<file path="src/rtl/vdu_pkg.sv">
// shared types, codes and limits of the vector distance unit
package vdu_pkg;

  localparam int QDepth = 4;
  localparam int QPtrW  = $clog2(QDepth);
  localparam int QCntW  = $clog2(QDepth + 1);

  localparam logic [1:0] MET_L2  = 2'd0;
  localparam logic [1:0] MET_COS = 2'd1;
  localparam logic [1:0] MET_IP  = 2'd2;

  localparam logic [1:0] ERR_OK     = 2'd0;
  localparam logic [1:0] ERR_ZNORM  = 2'd1;
  localparam logic [1:0] ERR_METRIC = 2'd2;

  localparam logic [44:0]        DSQ_MAX  = {45{1'b1}};
  localparam logic [40:0]        NORM_MAX = {41{1'b1}};
  localparam logic signed [41:0] DOT_MAX  = {1'b0, {41{1'b1}}};
  localparam logic signed [41:0] DOT_MIN  = {1'b1, {41{1'b0}}};

  typedef struct packed {
    logic signed [15:0] elem_a;
    logic signed [15:0] elem_b;
    logic               last_element;
  } item_t;

  typedef struct packed {
    logic signed [41:0] distance;
    logic [1:0]         error_code;
  } result_t;

  typedef struct packed {
    logic [44:0]        dsq;
    logic signed [41:0] dot;
    logic [40:0]        na;
    logic [40:0]        nb;
    logic [1:0]         metric;
  } sums_t;

endpackage

</file>
<file path="src/rtl/vdu_queue.sv">
// short queue of finished vector sums between front and back
module vdu_queue import vdu_pkg::*; (
  input  logic             clk,
  input  logic             rst,
  input  logic             wr,
  input  sums_t            wdata,
  input  logic             rd,
  output logic             valid,
  output sums_t            rdata,
  output logic [QCntW-1:0] count
);

  sums_t            mem [QDepth];
  logic [QPtrW-1:0] wptr, rptr;

  always_ff @(posedge clk) begin
    if (rst) begin
      wptr  <= '0;
      rptr  <= '0;
      count <= '0;
    end else begin
      if (wr) wptr <= wptr + 1'b1;
      if (rd) rptr <= rptr + 1'b1;
      count <= count + QCntW'(wr) - QCntW'(rd);
    end
    if (wr) mem[wptr] <= wdata;
  end

  assign valid = count != '0;
  assign rdata = mem[rptr];

  a_no_underflow: assert property (@(posedge clk) disable iff (rst)
    rd |-> count != '0)
    else $error("queue read while empty");
  a_count_bound: assert property (@(posedge clk) disable iff (rst)
    count <= QCntW'(QDepth))
    else $error("queue count out of range");

endmodule

</file>
<file path="config.mk">
export PLATFORM = sky130hd
export DESIGN_NAME = vdu_queue
export DESIGN_NICKNAME = d
export VERILOG_FILES = /design/src/rtl/vdu_pkg.sv /design/src/rtl/vdu_queue.sv
export SDC_FILE = /design/constraint.sdc
export NUM_CORES = 1
export LEC_CHECK = 0
export BUFFER_PORTS_ARGS = -buffer_cell sky130_fd_sc_hd__buf_2
export CAP_MARGIN = 0
export CORE_MARGIN = 4
export CORE_UTILIZATION = 30
export DETAILED_ROUTE_END_ITERATION = 6
export HOLD_SLACK_MARGIN = 0.03
export PLACE_DENSITY = 0.46
export SYNTH_ARGS = -nofsm -noshare
export SYNTH_HDL_FRONTEND = slang
export SYNTH_SLANG_ARGS = --single-unit
</file>
<file path="constraint.sdc">
create_clock -name clk -period 6.15 [get_ports clk]
set_clock_uncertainty 0.15 [all_clocks]
set_input_delay 0 -clock clk [delete_from_list [all_inputs] [get_ports clk]]
set_output_delay 0 -clock clk [all_outputs]
set_load 0.03 [all_outputs]
</file>
* Word-level counts from Yosys, hierarchy flattened
Memory sizes are Yosys's and may differ from the RTL's. A register that Yosys moved wholly into a read port is not among the register bits.
Cells that the tools add are included.
** Word-level totals
- Register bits :: 7
- Bits in latches :: 0
- Bits in writable memories :: 684
- Memory bits (read-only) :: 0
- Input port bits :: 175
- Output and inout bits :: 175
- Word-level logic and storage cells :: 13
- Memories kept :: 1
** Operators by class
- $add $sub $neg :: 4
- Multipliers :: 0
- Divide/modulo/power cells :: 0
- $lt $le $gt $ge :: 0
- Eq/ne operators :: 0
- Shift-type cells :: 0
- Mux-type cells :: 4
- Bitwise operators :: 0
- Reduce and logical (&&, ||, !) cells :: 1
** Memory list
- mem :: words 4, bits a word 171, rd ports 1, clocked after memory_dff 1, write ports 1, line vdu_queue.sv:13 : sums_t mem [QDepth];
** Operators by type and width (number)
- $add 2x1->2 const B :: 2
- $mux 2 :: 2
- $add 3x1->3 :: 1
- $reduce_bool 3->1 :: 1
- $sub 3x1->3 :: 1
- $mux 1 :: 2

* Logic depth before layout (Yosys ltp)
- Depth in word-level cells :: 3
- Mapped depth :: 7
- Mapped depth without buffers :: 7

* Least setup slack after synthesis
Ideal clock, no wire load.
- Kind :: register to register
- Start :: register wptr[0]
- End :: memory mem[0][0] (netlist bit), enable pin
- Library setup time :: 0.551 ns
- Arrival :: 4.443 ns
- Required time :: 5.449 ns
- Setup slack :: 1.006 ns
- Cell stages (with the launch flop) :: 4
- Buffers on the path :: 0
- Clock period less this slack :: 5.144 ns
- Cell sequence :: dfxtp_1 inv_1 ha_1 and2_1
** RTL lines
- start, declared :: line vdu_queue.sv:14 : logic [QPtrW-1:0] wptr, rptr;
- start signal, assigned :: line vdu_queue.sv:22 : if (wr) wptr <= wptr + 1'b1;
- end, declared :: line vdu_queue.sv:13
No word-level cell before the write port.

==> results.yml <==
logic_synthesis:
  ys_seq_elements: 693
  mappedNetlistArea_mm2: 0.02507
  number_of_unique_standard_cell_types_used_by_synthesis: 20
  synthCells: 934
  synthesis.nets: 1116
  synth_area_per_cell_um2: 26.85
  synth_sequential_area_ratio_pct: 82.63
  synth_warnings: 0
final_layout:
  final_common_cell: "edfxtp_1"
  mostFrequentLayoutCells: "edfxtp_1, buf_2, dlygate4sd3_1"
  fin_nets: 1859
  area_growth_syn_to_layout_pct: 35.74
  drive_above_1_share_pct: 36.88
placement:
  hpwlAfterDp_um: 31090
  gp_congestion: 0.6811
  port_buffers: 349
worst_setup_path:
  crit_required_ns: 6.00
  cpPeakStageDelay_ns: 0.81
  worst-endpoint-arrival_ns: 2.94
  worstPathCellList: "buf_12, mux4_2, buf_2"
  rr_worst_depth: 4
  worst-path-max-fanout: 130
  setup.reg_to_reg.worst_slack_ns: 3.46
  cp_slowest_cell: "dfxtp_4"
  cp-end-kind: "primary output"
  critical_path_class: "flop to primary output"
  setup.worst_path.start_class: "flop"
sta:
  timing_max_transition_violations_final: 0
  final_hold_viol_count: 0
  worst-slew-pin-transition_ns: 0.9806
  timing.setup.tns_ns: 0
  grt_setup_unrepaired: "no"
  final_min_period_over_clock_period_pct: 50.31
  slew-limit-headroom_pct: 34.63
  final_period_minus_worst_setup_slack_ns: 3.094
  setup-violations-final: 0
  hold-worst-slack_ns: 0.07252
  timing.fmax_mhz: 323.2
route:
  via_per_inst: 4.437
  wl_per_cell_um: 20.19
  drc_errors: 0
  drt.antenna.violating_nets: 0
  vias: 12480
  drt_iter0_markers: 637
  routed_wirelength_um: 56800
  detailedRoute.firstPassIterationCount: 6
global_routing:
  via_count_of_the_first_global_routing_pass: 14110
  grt_max_degree: 141
  gr-total-overflow: 0
  grt_pass1_wl_um: 86300
  antenna_found_initial: 4
  grt.total_usage_pct: 12.85
cts:
  clkSinkCount: 693
  postCtsResizedCells: 0
  htree_levels: 3
  ctsLongestPathBuffers: 3
  clk_latency_ns: 0.61
  clock_tree_root_buffer_cell: "clkbuf_16"
  cts_tree: "built"
  tritoncts.num_buffers: 79
  cts.clk_slew.worst_paths_ns: 0.06
min_path:
  count_of_cells_along_the_worst_hold_path: 2
  min-delay-path-class: "input port to flop"
floorplanning:
  std_cell_rows: 105
  io-pin-count: 350
  die_w_um: 297.1
  die_area_mm2: 0.08827
  design.core.area_mm2: 0.08250
  initial_utilization_pct: 30.39
  die_y_um: 297.1
status:
  status: "finished, final reports clean"
power_and_ir_drop:
  power.ir.vdd_worst_uv: 228.6
  powerDensity_mw_per_mm2: 336.6
  static-leakage-power_nw: 11.53
run:
  drv.max_cap_violation_count: 0
metal layers:
layer	GRT usage (%)	routed length [um]	vias up
li1	-	-	5580
met1	15.96	23550	6513
met2	22.18	28650	305
met3	3.372	3490	81
met4	3.716	1101	2
met5	0	13	-
Yosys cell counts:
cell	n	share of area (%)
edfxtp_1	684	82
a21bo_2	1	0.040
buf_1	2	0.030
nor2_1	5	0.075
a21oi_1	1	0.020
fa_1	1	0.080
mux2i_1	1	0.040
inv_1	6	0.090
nand3b_1	1	0.030
clkbuf_1	6	0.090
buf_2	19	0.38
dfxtp_1	9	0.72
xor3_1	1	0.095
and2_1	4	0.10
xnor2_1	2	0.070
ha_1	6	0.30
buf_6	11	0.49
or3_1	1	0.025
mux4_2	171	15
nor2b_1	2	0.050
sequential cells by signal, summed over array words and instances (netlist names), named ones only:
| register | cells |
|---|---|
| mem | 684 |
| rptr | 2 |
| count | 3 |
| wptr | 2 |
critical path, delay by kind of cell (launching register included):
family	cells	cell delay (ns)
flip-flops	1	0.81
multiplexers	1	0.47
buffers and inverters	2	0.94
cell type report:
class | instances | area (um2)
flip-flops and latches | 693 | 20730
multi-input cells | 197 | 4093
well taps | 1070 | 1339
clock inverters | 44 | 484.2
fillers | 7383 | 48470
diodes | 5 | 12.51
repair buffers | 700 | 5310
inverters | 6 | 22.52
clock buffers | 98 | 2048
per-stage QoR:
step | setup WS (ns) | std cells | area, um2 | total power, mW | util (%)
finish | 3.056 | 2813 | 34040 | 11.46 | 41.25
global route | 2.828 | 2809 | 34030 | 11.96 | 41.24
CTS | 2.895 | 2808 | 34020 | 11.66 | 41.24
detailed placement | 3.391 | 2325 | 28080 | 6.881 | 34.03
global placement | 3.359 | 2325 | 28080 | 6.866 | 34.03
floorplan | 1.006 | 934 | 25070 | 6.452 | -
power breakdown:
group	internal, mW	total [mW]	switching (mW)
combinational	0.579	1.42	0.841
clock	2.68	4.54	1.86
sequential	5.44	5.50	0.0640
logic make-up after synthesis:
logic type / Yosys count / synth area share, %
DFF: 693 / 82.63
muxes: 172 / 15.40
buffers and inverters: 44 / 1.083
and+or+nand+nor: 13 / 0.2795
adders and majority gates: 7 / 0.3792
xor gates and xnor gates: 3 / 0.1647
AOI/OAI and AO/OA: 2 / 0.05986
repair_timing:
item / CTS / global route
hold endpoints to repair: 724 / 0
setup buffers: 0 / 0
hold buffers: 341 / 0
path summary, 6_finish.rpt:
path | to | start
hold reg to reg | flop | rptr[1]
setup / recovery | rdata[13] | flop
hold / removal | mem[0][111] | wdata[111]
setup reg to reg | mem[0][147] | wptr[0]
No activity file was read; power rests on OpenSTA's default activity.
