==> src/rtl/vdu_pkg.sv <==
// shared types, codes and limits of the vector distance unit
package vdu_pkg;

  localparam int QDepth = 4;
  localparam int QPtrW  = $clog2(QDepth);
  localparam int QCntW  = $clog2(QDepth + 1);

  localparam logic [1:0] MET_L2  = 2'd0;
  localparam logic [1:0] MET_COS = 2'd1;
  localparam logic [1:0] MET_IP  = 2'd2;

  localparam logic [1:0] ERR_OK     = 2'd0;
  localparam logic [1:0] ERR_ZNORM  = 2'd1;
  localparam logic [1:0] ERR_METRIC = 2'd2;

  localparam logic [44:0]        DSQ_MAX  = {45{1'b1}};
  localparam logic [40:0]        NORM_MAX = {41{1'b1}};
  localparam logic signed [41:0] DOT_MAX  = {1'b0, {41{1'b1}}};
  localparam logic signed [41:0] DOT_MIN  = {1'b1, {41{1'b0}}};

  typedef struct packed {
    logic signed [15:0] elem_a;
    logic signed [15:0] elem_b;
    logic               last_element;
  } item_t;

  typedef struct packed {
    logic signed [41:0] distance;
    logic [1:0]         error_code;
  } result_t;

  typedef struct packed {
    logic [44:0]        dsq;
    logic signed [41:0] dot;
    logic [40:0]        na;
    logic [40:0]        nb;
    logic [1:0]         metric;
  } sums_t;

endpackage

==> src/rtl/vdu_front.sv <==
// front end: per-pair products and saturating running sums
module vdu_front import vdu_pkg::*; (
  input  logic             clk,
  input  logic             rst,
  input  logic [1:0]       metric,
  input  logic             push,
  output logic             full,
  input  item_t            item,
  input  logic [QCntW-1:0] q_count,
  output logic             q_push,
  output sums_t            q_data
);

  logic               accept;
  logic signed [16:0] diff;
  logic [15:0]        ad, aa, ab;
  logic               s1_valid, s1_last;
  logic [31:0]        s1_dsq;
  logic signed [31:0] s1_dot;
  logic [30:0]        s1_na, s1_nb;
  logic [44:0]        acc_dsq;
  logic signed [41:0] acc_dot;
  logic [40:0]        acc_na, acc_nb;
  logic [45:0]        dsq_sum;
  logic [41:0]        na_sum, nb_sum;
  logic signed [42:0] dot_sum;
  logic [44:0]        dsq_sat;
  logic signed [41:0] dot_sat;
  logic [40:0]        na_sat, nb_sat;

  // one pending last pair in stage 1 may still land in the queue
  assign full   = q_count >= QCntW'(QDepth - 1);
  assign accept = push && !full;

  assign diff = {item.elem_a[15], item.elem_a} - {item.elem_b[15], item.elem_b};
  assign ad   = diff[16] ? 16'(-diff) : diff[15:0];
  assign aa   = item.elem_a[15] ? 16'(-item.elem_a) : item.elem_a;
  assign ab   = item.elem_b[15] ? 16'(-item.elem_b) : item.elem_b;

  always_ff @(posedge clk) begin
    if (rst) begin
      s1_valid <= 1'b0;
    end else begin
      s1_valid <= accept;
    end
    if (accept) begin
      s1_last <= item.last_element;
      s1_dsq  <= ad * ad;
      s1_dot  <= item.elem_a * item.elem_b;
      s1_na   <= 31'(aa * aa);
      s1_nb   <= 31'(ab * ab);
    end
  end

  assign dsq_sum = {1'b0, acc_dsq} + 46'(s1_dsq);
  assign na_sum  = {1'b0, acc_na} + 42'(s1_na);
  assign nb_sum  = {1'b0, acc_nb} + 42'(s1_nb);
  assign dot_sum = 43'(acc_dot) + 43'(s1_dot);

  assign dsq_sat = dsq_sum[45] ? DSQ_MAX : dsq_sum[44:0];
  assign na_sat  = na_sum[41] ? NORM_MAX : na_sum[40:0];
  assign nb_sat  = nb_sum[41] ? NORM_MAX : nb_sum[40:0];
  always_comb begin
    if (dot_sum[42] != dot_sum[41]) begin
      dot_sat = dot_sum[42] ? DOT_MIN : DOT_MAX;
    end else begin
      dot_sat = dot_sum[41:0];
    end
  end

  always_ff @(posedge clk) begin
    if (rst) begin
      acc_dsq <= '0;
      acc_dot <= '0;
      acc_na  <= '0;
      acc_nb  <= '0;
    end else if (s1_valid) begin
      acc_dsq <= s1_last ? '0 : dsq_sat;
      acc_dot <= s1_last ? '0 : dot_sat;
      acc_na  <= s1_last ? '0 : na_sat;
      acc_nb  <= s1_last ? '0 : nb_sat;
    end
  end

  assign q_push = s1_valid && s1_last;
  assign q_data = '{dsq: dsq_sat, dot: dot_sat, na: na_sat, nb: nb_sat, metric: metric};

  a_no_overflow: assert property (@(posedge clk) disable iff (rst)
    q_push |-> q_count < QCntW'(QDepth))
    else $error("front pushed into a full queue");

endmodule

==> config.mk <==
export PLATFORM = sky130hd
export DESIGN_NAME = vdu_front
export DESIGN_NICKNAME = d
export VERILOG_FILES = /design/src/rtl/vdu_pkg.sv /design/src/rtl/vdu_front.sv
export SDC_FILE = /design/constraint.sdc
export NUM_CORES = 2
export LEC_CHECK = 0
export BUFFER_PORTS_ARGS = -buffer_cell sky130_fd_sc_hd__buf_2
export CORE_MARGIN = 1
export CORE_UTILIZATION = 35
export CTS_BUF_LIST = sky130_fd_sc_hd__clkbuf_2
export CTS_CLUSTER_DIAMETER = 50
export DETAILED_ROUTE_END_ITERATION = 16
export PLACE_DENSITY = 0.54
export SLEW_MARGIN = 20
export SYNTH_ARGS = -nofsm -noshare
export SYNTH_HDL_FRONTEND = slang
export SYNTH_SLANG_ARGS = --single-unit
==> constraint.sdc <==
create_clock -name clk -period 13.15 [get_ports clk]
set_clock_uncertainty 0.15 [all_clocks]
set_input_delay 3.2875 -clock clk [delete_from_list [all_inputs] [get_ports clk]]
set_output_delay 3.2875 -clock clk [all_outputs]
set_load 0.02 [all_outputs]
**Word level (Yosys, flattened, before mapping)**

Cells that the tools add are included.

- $add $sub $neg: 8
- Multiply operators: 4
- Order comparisons: 1
- Equality and inequality tests: 1
- Multiplexer cells: 12
- Reductions and logical operators: 3

Operator list:

| operator | number |
|---|---|
| 41-bit 2-to-1 mux | 4 |
| 42-bit 2-to-1 mux | 3 |
| 45-bit 2-to-1 mux | 2 |
| 41-bit by 31-bit adder with 42-bit output | 2 |
| 16-bit by 16-bit multiplier with 32-bit output | 2 |
| 16-bit by 16-bit multiplier with 31-bit output | 2 |
| 16-bit 2-to-1 mux | 3 |
| 16-bit negator | 3 |
| 45-bit by 32-bit adder with 46-bit output | 1 |
| 42-bit by 32-bit adder with 43-bit output | 1 |
| 16-bit by 16-bit subtractor with 17-bit output | 1 |
| 3-bit by 2-bit greater-or-equal comparator with 1-bit output (second input constant) | 1 |
| 1-bit logical AND | 2 |
| 1-bit logical NOT | 1 |
| 1-bit inequality test | 1 |

- Register bits: 297
- Bits of input ports: 41
- Output and inout bits: 173
- Logic and storage cells: 39

**Logic depth before layout (Yosys ltp)**

- Depth after elaboration: 4
- Gate-level depth with buffers: 40
- Mapped depth without buffers: 37

**Worst setup path after synthesis**

Ideal clock, no wire load.

- Kind: input -> register
- From: input item[17] (netlist name)
- To: register s1_dsq[31] (data pin)
- Library setup time: 0.268 ns
- Arrival: 12.130 ns
- Required time: 12.732 ns
- Slack: 0.603 ns
- Stages on the path: 36
- Path buffers: 1
- Cell sequence: inv_1 buf_1 ha_1 fa_1 nand2b_1 a21oi_1 o31a_1 o21a_1 o21bai_1 a41o_1 and2_1 xnor2_1 clkinv_1 nand2_1 inv_1 fa_1 inv_1 fa_1 inv_1 fa_1 inv_1 fa_1 fa_1 fa_1 inv_1 ha_1 a21o_1 a21o_1 a21oi_1 o21ai_0 a211oi_1 o21ai_0 a2111oi_0 nor3_1 a31oi_1 xnor3_1

- Cells in the longest elaborated chain, start to end: 4

RTL lines:

| element | RTL line | source |
|---|---|---|
| start: declaration | vdu_front.sv:8 | `input item_t item,` |
| 16-bit by 16-bit subtractor with 17-bit output (*) | vdu_front.sv:35 | `assign diff = {item.elem_a[15], item.elem_a} - {item.elem_b[15], item.elem_b};` |
| 16-bit negator | vdu_front.sv:36 | `assign ad = diff[16] ? 16'(-diff) : diff[15:0];` |
| 16-bit 2-to-1 mux (*) | vdu_front.sv:36 |  |
| 16-bit by 16-bit multiplier with 32-bit output (*) | vdu_front.sv:48 | `s1_dsq <= ad * ad;` |
| end signal: assignment | vdu_front.sv:48 |  |
| end: declaration | vdu_front.sv:18 | `logic [31:0] s1_dsq;` |

Every way passes the cells marked *; elsewhere a longest branch is shown, timed or not.
A chain may end at the register's enable or synchronous reset.

**Final worst setup path**

Same ends and word-level chain as after synthesis.

==> impl_metrics.tcl <==
set metrics [dict create \
    status "complete, no violations" \
    period_share_pct 88.7 \
    finalWeightedCongestion 0.906 \
    postCtsHoldBufs 0 \
    fp.dieArea_sq_um 146000 \
    fp.dieW_microns 382 \
    clk_path_buf_depth 3 \
    synth_fa_ha_area_share_pct 43.4 \
    ys_seq_area_share_pct 14.1 \
    hold_class "register to register" \
    synth_area_sq_um 50400 \
    rsz0062_at_grt "no" \
    met2_usage_pct 32.0 \
    cts_setup_buffers 0 \
    clock_latency_ns 1.47 \
    synth-async-reset-ratio_pct 0 \
    worstSetupPathType "input port to register" \
    cts.clk_slew.worst_paths_ns 0.11 \
    synth.avg_cell_area_sq_um 8.78 \
    grt_pass1_wl_microns 232000 \
    nets 7341 \
    grt.met1_usage_pct 28.4 \
    ys_ff_latch 294 \
    chipHeight_microns 382 \
    drtAntennaViolNets 0 \
    detail_route.wirelength_microns 147000 \
    end_kind "register" \
    cp_common_cell "fa_1" \
    drv_slew 0 \
    finalNonFillerCells 7993 \
    grt_max_degree 77 \
    cts-resized-gates 0 \
    grt_pass1_vias 41250 \
    gr-usage-all-layers_pct 20.3 \
    synthMuxAreaShare_pct 0.335 \
    viasPerCell 5.01 \
    netlist_instances 5740 \
    start_util_pct 35.4 \
    tns_ns 0 \
    hold_viol_final 0 \
    area_delta_synth_final_pct 9.37 \
    critPathMaxFanout 13 \
    use_met3_pct 3.89 \
    antenna_found_initial 16 \
    synth_compound_area_share_pct 13.4 \
    critical_path.max_stage_delay_ns 0.58 \
    drt-initial-drc-count 2308 \
    place_inst 7807 \
    drc 0 \
    core_sq_um 142000 \
    synth_top_family_by_area "adder cells" \
    dp_hpwl_microns 121000 \
    std_cell_rows 138 \
    min_period_ns 11.67 \
    pin_count 214 \
    synth_warnings 0 \
    relSlewSlack_pct 25.0 \
    top_usage_layer "met2" \
    yosys.cell_types.count 92 \
    synthXorXnorAreaFrac_pct 5.29 \
    tightest_slew_ns 1.12 \
    cts.sinks 294 \
    holdWs_ns 0.316 \
    grt_overflow 0 \
    synth_edf_count 124 \
    cap_violations 0 \
    critPathLaunchType "input port" \
    setup_viol 0 \
    port_buffers 209 \
    cts_inserted_buffers 94 \
    final_layout_size_suffix_gt1_share_pct 9.16 \
    ys.flop_type "dfxtp_1" \
    required_ns 14.08 \
    htreeDepth 3 \
    critical_path.slowest_cell "fa_1" \
    synth_simple_gate_area_share_pct 13.5 \
    fmaxAchievable_ghz 0.0857 \
    wl_per_cell_microns 18.4 \
    critPathArrivalTime_ns 12.60 \
    cts_tree "yes" \
    root_buffer "clkbuf_2" \
    first_pass_iters 7 \
    num_vias 40018 \
]
stage by stage:
step	util, %	setup slack [ns]	instance area (sq um)
2_1_floorplan	-	0.603	50500
3_3_place_gp	38.1	0.449	54200
3_5_place_dp	38.1	0.256	54200
4_1_cts	38.7	1.79	55100
5_1_grt	38.7	0.932	55100
6_report	38.8	1.48	55100
metal layers:
layer	vias to the layer above	wire (microns)
met5	-	38
met4	8	3490
met3	210	10400
met2	1165	64700
met1	19470	68600
li1	19165	-
state kept, by name, indices dropped and copies added, names as in the netlist:
| name | flops |
|---|---|
| acc_nb | 41 |
| acc_dsq | 45 |
| s1_nb | 30 |
| s1_last | 1 |
| s1_dot | 32 |
| s1_na | 30 |
| acc_dot | 42 |
| s1_valid | 1 |
| acc_na | 41 |
| s1_dsq | 31 |
layout by cell type, fill, tap and decap left out, drive strengths merged, types with 18 or more instances in the layout:
cell       n
nor2     437
buf      337
nand2b    71
a22o     105
a21oi    251
o211ai    18
o21bai    36
edfxtp   124
ha       533
o21ai    196
dfxtp    170
and3      39
a31oi     39
clkbuf   130
a211oi    35
xor2      91
nor2b     29
a21boi    18
nand4     25
nand3     74
nand2    545
or3       28
xnor2    209
fa       754
nor3      83
or2       30
inv     1121
o21a      34
a21o     122
clkinv    59
and2      94
conb      24
logic make-up (layout without fill, tap and decap cells):
logic type | after synthesis | count (layout)
AND/OR/NAND/NOR | 1501 | 1501
XOR/XNOR | 301 | 301
buffers and inverters | 1318 | 1647
flip-flops | 294 | 294
multiplexers | 16 | 16
other | 2 | 36
AO/OA/AOI/OAI | 1008 | 1008
adder cells (fa/ha/maj) | 1300 | 1300
area by class of cell:
cell class	instances	area (sq um)
inverter	1136	4260
tap	1890	2360
clock buffer	130	651
sequential	294	7130
clock inverter	44	245
timing repair buffer	337	2010
fill	14633	87100
antenna	12	30.0
multi-input combinational	4150	38500
final timing paths:
check	start	cells after the start	endpoint	slack, ns
setup / recovery	item[17]	35	s1_dsq[31]	1.48
hold / removal	acc_dot[12]	2	acc_dot[12]	0.32
setup reg to reg	s1_na[2]	11	acc_na[34]	7.72
hold reg to reg	acc_dot[12]	2	acc_dot[12]	0.32
cells in the mapped netlist, types with 17 or more instances:
cell type,number,area (sq um)
a21o_1,122,916
clkinv_1,19,71.3
o21a_1,34,255
o31ai_1,17,128
fa_1,754,15100
and2_1,93,582
a21oi_1,251,1260
xnor2_1,208,1820
nand3_1,74,370
inv_1,1113,4180
o211ai_1,18,135
ha_1,533,6670
nand4_1,25,156
or3_1,28,175
xor2_1,90,788
a31oi_1,38,238
nor2b_1,29,181
nor3_1,83,415
nand2_1,545,2050
a22o_1,105,920
or2_2,29,181
nand2b_1,71,444
o21bai_1,36,270
o21ai_0,193,966
a211oi_1,33,248
a21boi_0,18,135
nor2_1,436,1640
and3_1,38,238
dfxtp_1,170,3400
edfxtp_1,124,3720
clkbuf_1,172,646
critical path: cells and delay by family:
family | cells | cell delay, ns
XOR/XNOR | 2 | 0.81
AND/OR/NAND/NOR | 2 | 0.34
adder cells (fa/ha/maj) | 9 | 3.97
AO/OA/AOI/OAI | 14 | 3.09
buffers and inverters | 8 | 1.07
Power is left out: the tool's default activity adds up to more than one toggle a clock period on the data nets, which glitch-free logic cannot reach.
