--- config.mk ---
export PLATFORM = sky130hd
export DESIGN_NAME = vdu_back
export DESIGN_NICKNAME = d
export VERILOG_FILES = /design/src/rtl/vdu_pkg.sv /design/src/rtl/vdu_back.sv
export SDC_FILE = /design/constraint.sdc
export NUM_CORES = 2
export LEC_CHECK = 0
export BUFFER_PORTS_ARGS = -buffer_cell sky130_fd_sc_hd__buf_2
export CORE_ASPECT_RATIO = 1.2
export CORE_MARGIN = 8
export CORE_UTILIZATION = 60
export CTS_CLUSTER_DIAMETER = 50
export DETAILED_ROUTE_END_ITERATION = 7
export GPL_TIMING_DRIVEN = 0
export PLACE_DENSITY = 0.84
export SLEW_MARGIN = 15
export SYNTH_ARGS = -nofsm -noshare
export SYNTH_HDL_FRONTEND = slang
export SYNTH_SLANG_ARGS = --single-unit
--- constraint.sdc ---
create_clock -name clk -period 27 [get_ports clk]
set_input_delay 1.35 -clock clk [delete_from_list [all_inputs] [get_ports clk]]
set_output_delay 1.35 -clock clk [all_outputs]
set_load 0.01 [all_outputs]
--- src/rtl/vdu_pkg.sv ---
// shared types, codes and limits of the vector distance unit
package vdu_pkg;

  localparam int QDepth = 4;
  localparam int QPtrW  = $clog2(QDepth);
  localparam int QCntW  = $clog2(QDepth + 1);

  localparam logic [1:0] MET_L2  = 2'd0;
  localparam logic [1:0] MET_COS = 2'd1;
  localparam logic [1:0] MET_IP  = 2'd2;

  localparam logic [1:0] ERR_OK     = 2'd0;
  localparam logic [1:0] ERR_ZNORM  = 2'd1;
  localparam logic [1:0] ERR_METRIC = 2'd2;

  localparam logic [44:0]        DSQ_MAX  = {45{1'b1}};
  localparam logic [40:0]        NORM_MAX = {41{1'b1}};
  localparam logic signed [41:0] DOT_MAX  = {1'b0, {41{1'b1}}};
  localparam logic signed [41:0] DOT_MIN  = {1'b1, {41{1'b0}}};

  typedef struct packed {
    logic signed [15:0] elem_a;
    logic signed [15:0] elem_b;
    logic               last_element;
  } item_t;

  typedef struct packed {
    logic signed [41:0] distance;
    logic [1:0]         error_code;
  } result_t;

  typedef struct packed {
    logic [44:0]        dsq;
    logic signed [41:0] dot;
    logic [40:0]        na;
    logic [40:0]        nb;
    logic [1:0]         metric;
  } sums_t;

endpackage

--- src/rtl/vdu_back.sv ---
// back end: square root, divide and result formatting sequencer
module vdu_back import vdu_pkg::*; (
  input  logic    clk,
  input  logic    rst,
  input  logic    q_valid,
  input  sums_t   q_data,
  output logic    q_rd,
  output logic    empty,
  input  logic    pop,
  output result_t result
);

  localparam logic [2:0] ST_IDLE = 3'd0;
  localparam logic [2:0] ST_SQA  = 3'd1;
  localparam logic [2:0] ST_SQB  = 3'd2;
  localparam logic [2:0] ST_MUL  = 3'd3;
  localparam logic [2:0] ST_DIV  = 3'd4;
  localparam logic [2:0] ST_FIN  = 3'd5;
  localparam logic [2:0] ST_OUT  = 3'd6;

  logic [2:0]         st;
  logic [6:0]         cnt;
  logic [1:0]         met;
  logic [40:0]        nb;
  logic               neg;
  logic [41:0]        dv;
  logic [63:0]        sq_v, sq_res, sq_bit;
  logic [63:0]        sq_sum, sq_v_next, sq_res_next;
  logic               sq_ge;
  logic [30:0]        sa, sb;
  logic [61:0]        den, rem;
  logic [62:0]        trial;
  logic               div_ge;
  logic [16:0]        q;
  logic               sticky;
  logic [16:0]        qc;
  logic signed [41:0] dist_val;
  logic [1:0]         err;
  logic               out_valid;

  // one restoring square root step
  assign sq_sum      = sq_res + sq_bit;
  assign sq_ge       = sq_v >= sq_sum;
  assign sq_v_next   = sq_ge ? sq_v - sq_sum : sq_v;
  assign sq_res_next = sq_ge ? (sq_res >> 1) + sq_bit : sq_res >> 1;

  // one restoring divide step
  assign trial  = {rem, dv[41]};
  assign div_ge = trial >= {1'b0, den};
  assign qc     = (sticky || q > 17'd65536) ? 17'd65536 : q;

  assign q_rd = (st == ST_IDLE) && q_valid;

  always_ff @(posedge clk) begin
    if (rst) begin
      st        <= ST_IDLE;
      out_valid <= 1'b0;
    end else begin
      if (pop && out_valid) out_valid <= 1'b0;
      case (st)
        ST_IDLE: begin
          if (q_valid) begin
            met      <= q_data.metric;
            nb       <= q_data.nb;
            neg      <= q_data.dot[41];
            dv       <= q_data.dot[41] ? 42'(-q_data.dot) : q_data.dot;
            dist_val <= '0;
            err      <= ERR_OK;
            sq_res   <= '0;
            sq_bit   <= 64'd1 << 62;
            cnt      <= 7'd31;
            case (q_data.metric)
              MET_L2: begin
                sq_v <= 64'(q_data.dsq);
                st   <= ST_SQA;
              end
              MET_COS: begin
                sq_v <= {3'b0, q_data.na, 20'b0};
                if (q_data.na == '0 || q_data.nb == '0) begin
                  err <= ERR_ZNORM;
                  st  <= ST_OUT;
                end else begin
                  st  <= ST_SQA;
                end
              end
              MET_IP: begin
                dist_val <= (q_data.dot == DOT_MIN) ? DOT_MAX : -q_data.dot;
                st       <= ST_OUT;
              end
              default: begin
                err <= ERR_METRIC;
                st  <= ST_OUT;
              end
            endcase
          end
        end
        ST_SQA, ST_SQB: begin
          sq_v   <= sq_v_next;
          sq_res <= sq_res_next;
          sq_bit <= sq_bit >> 2;
          cnt    <= cnt - 1'b1;
          if (cnt == '0) begin
            if (st == ST_SQA && met == MET_L2) begin
              dist_val <= 42'(sq_res_next);
              st       <= ST_OUT;
            end else if (st == ST_SQA) begin
              sa     <= sq_res_next[30:0];
              sq_v   <= {3'b0, nb, 20'b0};
              sq_res <= '0;
              sq_bit <= 64'd1 << 62;
              cnt    <= 7'd31;
              st     <= ST_SQB;
            end else begin
              sb <= sq_res_next[30:0];
              st <= ST_MUL;
            end
          end
        end
        ST_MUL: begin
          den    <= sa * sb;
          rem    <= '0;
          q      <= '0;
          sticky <= 1'b0;
          cnt    <= 7'd77;
          st     <= ST_DIV;
        end
        ST_DIV: begin
          rem    <= div_ge ? 62'(trial - {1'b0, den}) : trial[61:0];
          dv     <= dv << 1;
          sticky <= sticky | q[16];
          q      <= {q[15:0], div_ge};
          cnt    <= cnt - 1'b1;
          if (cnt == '0) st <= ST_FIN;
        end
        ST_FIN: begin
          dist_val <= neg ? 42'(17'd65536) + 42'(qc) : 42'(17'd65536) - 42'(qc);
          st       <= ST_OUT;
        end
        ST_OUT: begin
          if (!out_valid || pop) begin
            result    <= '{distance: dist_val, error_code: err};
            out_valid <= 1'b1;
            st        <= ST_IDLE;
          end
        end
        default: st <= ST_IDLE;
      endcase
    end
  end

  assign empty = !out_valid;

  a_den_nonzero: assert property (@(posedge clk) disable iff (rst)
    st == ST_DIV |-> den != '0)
    else $error("divide started with zero divisor");
  a_result_held: assert property (@(posedge clk) disable iff (rst)
    out_valid && !pop |=> out_valid && $stable(result))
    else $error("waiting result lost or changed");

endmodule

After elaboration in Yosys (flattened, before gate mapping)
Index checks and enable logic that the tools add are counted.
{"block": "word_totals", "regBits": 581, "input_bits": 175, "output_inout_bits": 46, "wordCells": 135}
{"block": "op_classes", "n_addsub": 8, "mul": 1, "order_cmp": 3, "eq_ne": 15, "mux": 52, "bitwise": 4, "n_reduce_logical": 32}
{"op": "$mux 64", "count": 11}
{"op": "$pmux 64 s2", "count": 4}
{"op": "$mux 42", "count": 8}
{"op": "$mux 63", "count": 3}
{"op": "$pmux 42 s3", "count": 1}
{"op": "$pmux 62 s2", "count": 1}
{"op": "$pmux 42 s2", "count": 1}
{"op": "$logic_not 41->1", "count": 2}
{"op": "$add 63x64->64", "count": 1}
{"op": "$add 64x64->64", "count": 1}
{"op": "$ge 64x64->1", "count": 1}
{"op": "$sub 64x64->64", "count": 1}
{"op": "$ge 63x62->1", "count": 1}
{"op": "$mul 31x31->62", "count": 1}
{"op": "$mux 62", "count": 1}
{"op": "$sub 62x62->62", "count": 1}
{"op": "$eq 42x42->1 const B", "count": 1}
{"op": "$neg 42->42", "count": 1}
{"op": "$pmux 17 s2", "count": 1}
{"op": "$mux 7", "count": 4}
{"op": "$pmux 7 s4", "count": 1}
{"op": "$add 17x17->18 const A", "count": 1}
{"op": "$mux 3", "count": 6}
{"op": "$pmux 3 s6", "count": 1}
{"op": "31 further kinds", "count": 60}

Depth between registers and ports, before layout
{"block": "depth", "depth_word": 7, "mapped_depth": 29, "depth_no_buf": 27}

Worst setup path after synthesis
Ideal clock, no wire load.
{"block": "synth_path", "path_kind": "input -> register", "start": "input rst", "end": "register sq_v[0] (enable)", "setup_time_ns": 0.584, "arrival_time_ns": 13.014, "required_ns": 26.416, "setup_slack_ns": 13.402, "stages": 3, "n_path_buf": 0, "cell_sequence": "a21o_1 > nor3_1 > a21boi_0"}
{"block": "synth_via", "elab_chain_len": 2}
{"element": "start: declaration", "line": "vdu_back.sv:4", "rtl": "input logic rst,"}
{"element": "$not 1->1 (no line)"}
{"element": "$reduce_and 4->1 (no line)"}
{"element": "end signal: assignment", "line": "vdu_back.sv:74", "rtl": "sq_v <= 64'(q_data.dsq);"}
{"element": "end signal: assignment", "line": "vdu_back.sv:78", "rtl": "sq_v <= {3'b0, q_data.na, 20'b0};"}
{"element": "end signal: assignment", "line": "vdu_back.sv:98", "rtl": "sq_v <= sq_v_next;"}
{"element": "end: declaration", "line": "vdu_back.sv:27", "rtl": "logic [63:0] sq_v, sq_res, sq_bit;"}
No other way between the ends.
A chain may end at the register's enable or synchronous reset.

Worst setup path in the final report
{"block": "layout_path", "start": "register sq_bit[0]", "end": "register sa[8], data pin"}
{"block": "layout_via", "elab_chain_len": 3, "elab_cells_between_ends": 4, "cone_classes": "add/sub (2); order compare (1); mux (1)"}
{"element": "start: declaration", "line": "vdu_back.sv:27"}
{"element": "start signal: assignment", "line": "vdu_back.sv:70", "rtl": "sq_bit <= 64'd1 << 62;"}
{"element": "start signal: assignment", "line": "vdu_back.sv:100", "rtl": "sq_bit <= sq_bit >> 2;"}
{"element": "start signal: assignment", "line": "vdu_back.sv:110", "rtl": "sq_bit <= 64'd1 << 62;"}
{"element": "$add 64x64->64", "line": "vdu_back.sv:42", "rtl": "assign sq_sum = sq_res + sq_bit;"}
{"element": "$ge 64x64->1", "line": "vdu_back.sv:43", "rtl": "assign sq_ge = sq_v >= sq_sum;"}
{"element": "$mux 64 *", "line": "vdu_back.sv:45", "rtl": "assign sq_res_next = sq_ge ? (sq_res >> 1) + sq_bit : sq_res >> 1;"}
{"element": "net sq_res_next[8]", "line": "vdu_back.sv:28", "rtl": "logic [63:0] sq_sum, sq_v_next, sq_res_next;"}
{"element": "end signal: assignment", "line": "vdu_back.sv:107", "rtl": "sa <= sq_res_next[30:0];"}
{"element": "end: declaration", "line": "vdu_back.sv:30", "rtl": "logic [30:0] sa, sb;"}
The timed path passes the listed nets; every way through them passes the cells marked *.

==> qor.txt <==
Synth warnings: 0
cell accounting for the most synthesized area: fa_1
crit path to: sa[8]
origin of the critical flop-to-flop path: sq_bit[0]
clock skew: 0.0347 ns
reg-to-reg setup timing slack: 17.22 ns
final number of max-transition violations: 0
Setup TNS: 0 ns
vias in the first global route: 59.1k
depth of the worst register-to-register path: 25
run status: finished, final reports clean
most frequent cells in the layout: inv_1, nand2_1, fa_1, edfxtp_1, and2_1
syn avg cell area: 9.36 sq um
Final Hold Viols: 0
post-detailed-route via-to-cell ratio: 6.31
Cell Pwr Density: 83.1 nW/um^2
VDD IR max: 0.108 mV
footprint of the multi-input gates: 45,400 sq um
most common cell after layout, fill and taps aside: inv_1
Mapped Area: 66,700 sq um
FILL cells: 8,897
register area share after synthesis: 0.247
Max-Slew Margin vs Limit: 0.114
number of setup buffers added after CTS: 0
vias: 57.1k
first-pass GRT wire length: 357,000 um
layout cells sized above 1: 0.0621
max-cap viol count: 0
DRC: 0
initial antenna violation count: 21
area growth from synthesis to layout: 9.56%
clock sink total: 549
Synth top area share: 0.252
Critical Path AT: 10.09 ns
clock-pin slew on the worst setup and hold paths: 0.06 ns
Worst setup SP type: register
nets: 8,931
DRT iter0 DRCs: 6,057
IO Pins: 221
# setup viols final: 0
Yosys cell types: 79
Core Area: 111,000 sq um
Mapped Nets: 8,590
Post-synth EDFFs: 545
gr ovfl total: 0
Synth area leaders: fa_1, edfxtp_1, ha_1
die width: 320 um
post-layout min period: 9.78 ns
Reg2Reg Capture Point: sa[8]
Die Ht: 381 um
Resized cells post-CTS: 0
CTS Buffer Depth: 3
register area: 16,400 sq um
DIE AREA: 122,000 sq um
worst min path class: reg2reg
Lkg Pwr: 32.5 nW
unrepaired setup endpoints after global routing: false
Pre-antenna DRT Iters: 8
ys flop type: edfxtp_1
Rows: 134
Total GRT Usage: 0.393
Syn Inst Count: 7,125
largest net degree at the start of global routing: 33
CP max FO: 10
H-tree level count: 3
dpl ws: 17.55 ns
per-cell routed wire length: 26.8 um
PortBufs: 218
# hold bufs at CTS: 0
Root Driver: clkbuf_16
CTS tree: built
latest clock arrival within the worst-skew pair: 0.72 ns
critical path class: reg2reg
setup ws final: 17.22 ns
CTS buffer count: 79
CP Data Required Time: 27.31 ns
Worst Setup SP: sq_bit[0]
#FFs+latches synth: 549
ys async rst share: 0
antenna-violating nets left: 0
period utilisation layout: 0.362
Final HPWL DP: 192,000 um
GPL Wtd Cong: 1.09
final WL: 242,000 um
initial core utilization: 0.602
Crit. End Element: register
Worst Tran Pin Value: 1.33 ns
Peak Freq: 102 MHz
-- kinds of logic (layout without fill, tap and decap cells) --
family	count (synthesis)	in the layout	share of synthesized area
AOI/OAI and AO/OA	1271	1271	0.119
xor gates and xnor gates	375	375	0.0492
adders and majority gates	1292	1292	0.337
buffers and inverters	1328	1735	0.0749
DFF	549	549	0.247
muxes	72	72	0.0109
other	0	11	0
and+or+nand+nor	2238	2238	0.162
-- state kept, by name, summed over array words and instances, names as in the netlist, 2 cells and up --
signal	cells
sq_res	64
sq_v	64
den	62
rem	62
result	44
dist_val	42
dv	42
nb	41
sq_bit	32
sa	31
sb	31
q	17
cnt	7
st	3
err	2
met	2
-- where the power goes --
group / internal (mW) / total [mW] / switching (mW)
combinational: 1.11 / 3.55 / 2.43
sequential: 1.26 / 1.42 / 0.162
clock: 0.643 / 1.10 / 0.461
total: 3.02 / 6.08 / 3.06
-- routing by layer --
metal  part of all wire  vias to the layer above  track usage
met2               0.46                     3739        0.631
met3              0.099                     1281       0.0981
li1                   -                    24300            -
met4               0.12                       10        0.370
met1               0.32                    27700        0.424
met5            0.00028                        -            0
-- cell usage after synthesis (all sizes together) (39+ instances only) --
| cell type | n |
|---|---|
| inv | 944 |
| fa | 839 |
| nand2 | 839 |
| edfxtp | 545 |
| and2 | 536 |
| ha | 451 |
| nor2 | 390 |
| clkbuf | 362 |
| o21ai | 332 |
| a21oi | 331 |
| xor2 | 198 |
| xnor2 | 177 |
| a21o | 164 |
| a31oi | 108 |
| and3 | 78 |
| nor3 | 78 |
| nand4 | 73 |
| nand3 | 69 |
| mux2i | 68 |
| o21bai | 45 |
| nor4 | 43 |
| nor2b | 42 |
| a211oi | 39 |
-- metrics by stage --
stage,power [mW],hold slack (ns),utilization,cell area (sq um),cells
after floorplan,3.63,0.400,-,66700,7125
after global placement,4.78,0.403,0.629,69700,8839
after detailed placement,4.81,0.405,0.634,70300,8881
after CTS,5.93,0.418,0.659,73000,9028
after global routing,6.37,0.429,0.659,73100,9030
final,6.08,0.415,0.659,73100,9039
-- how the worst min path moves through the flow --
stage | startpoint | cells past startpoint | endpoint | slack, ns
3_5_place_dp | dist_val[17] | 0 | result[19] | 0.40
4_1_cts | dist_val[17] | 0 | result[19] | 0.42
5_1_grt | dist_val[26] | 0 | result[28] | 0.43
2_1_floorplan | err[0] | 0 | result[0] | 0.40
3_3_place_gp | dist_val[18] | 0 | result[20] | 0.40
6_report | dist_val[26] | 0 | result[28] | 0.41
-- cell type report --
| type | instances | share of cell area |
|---|---|---|
| clock buffers | 90 | 0.0276 |
| well taps | 1496 | 0.0256 |
| plain buffers | 384 | 0.0199 |
| flip-flops and latches | 549 | 0.225 |
| diodes | 11 | 0.000377 |
| inverters | 944 | 0.0485 |
| clock inverters | 57 | 0.0101 |
| repair buffers | 260 | 0.0221 |
| multi-input cells | 5248 | 0.621 |
-- worst max-delay path, cell delays in order (launching register included) --
cell      delay [ns]
edfxtp_1        0.41
ha_1            0.24
ha_1            0.21
a21o_1          0.19
a21oi_1         0.24
o21ai_0         0.18
a21o_1          0.28
a31oi_1         0.57
o21ai_0         0.36
a221o_1         0.38
o41ai_1         0.55
nor2_1          0.07
o21ai_0         0.21
xor2_1          0.30
ha_1            0.31
nand2_1         0.17
nor3_1          0.28
nand2_1         0.12
nor3_1          0.38
nand4b_1        0.34
a211oi_1        0.69
or3_1           0.19
clkbuf_1        0.48
clkbuf_1        0.90
mux2i_1         0.84
inv_1           0.48
(Power assumes the default switching activity.)
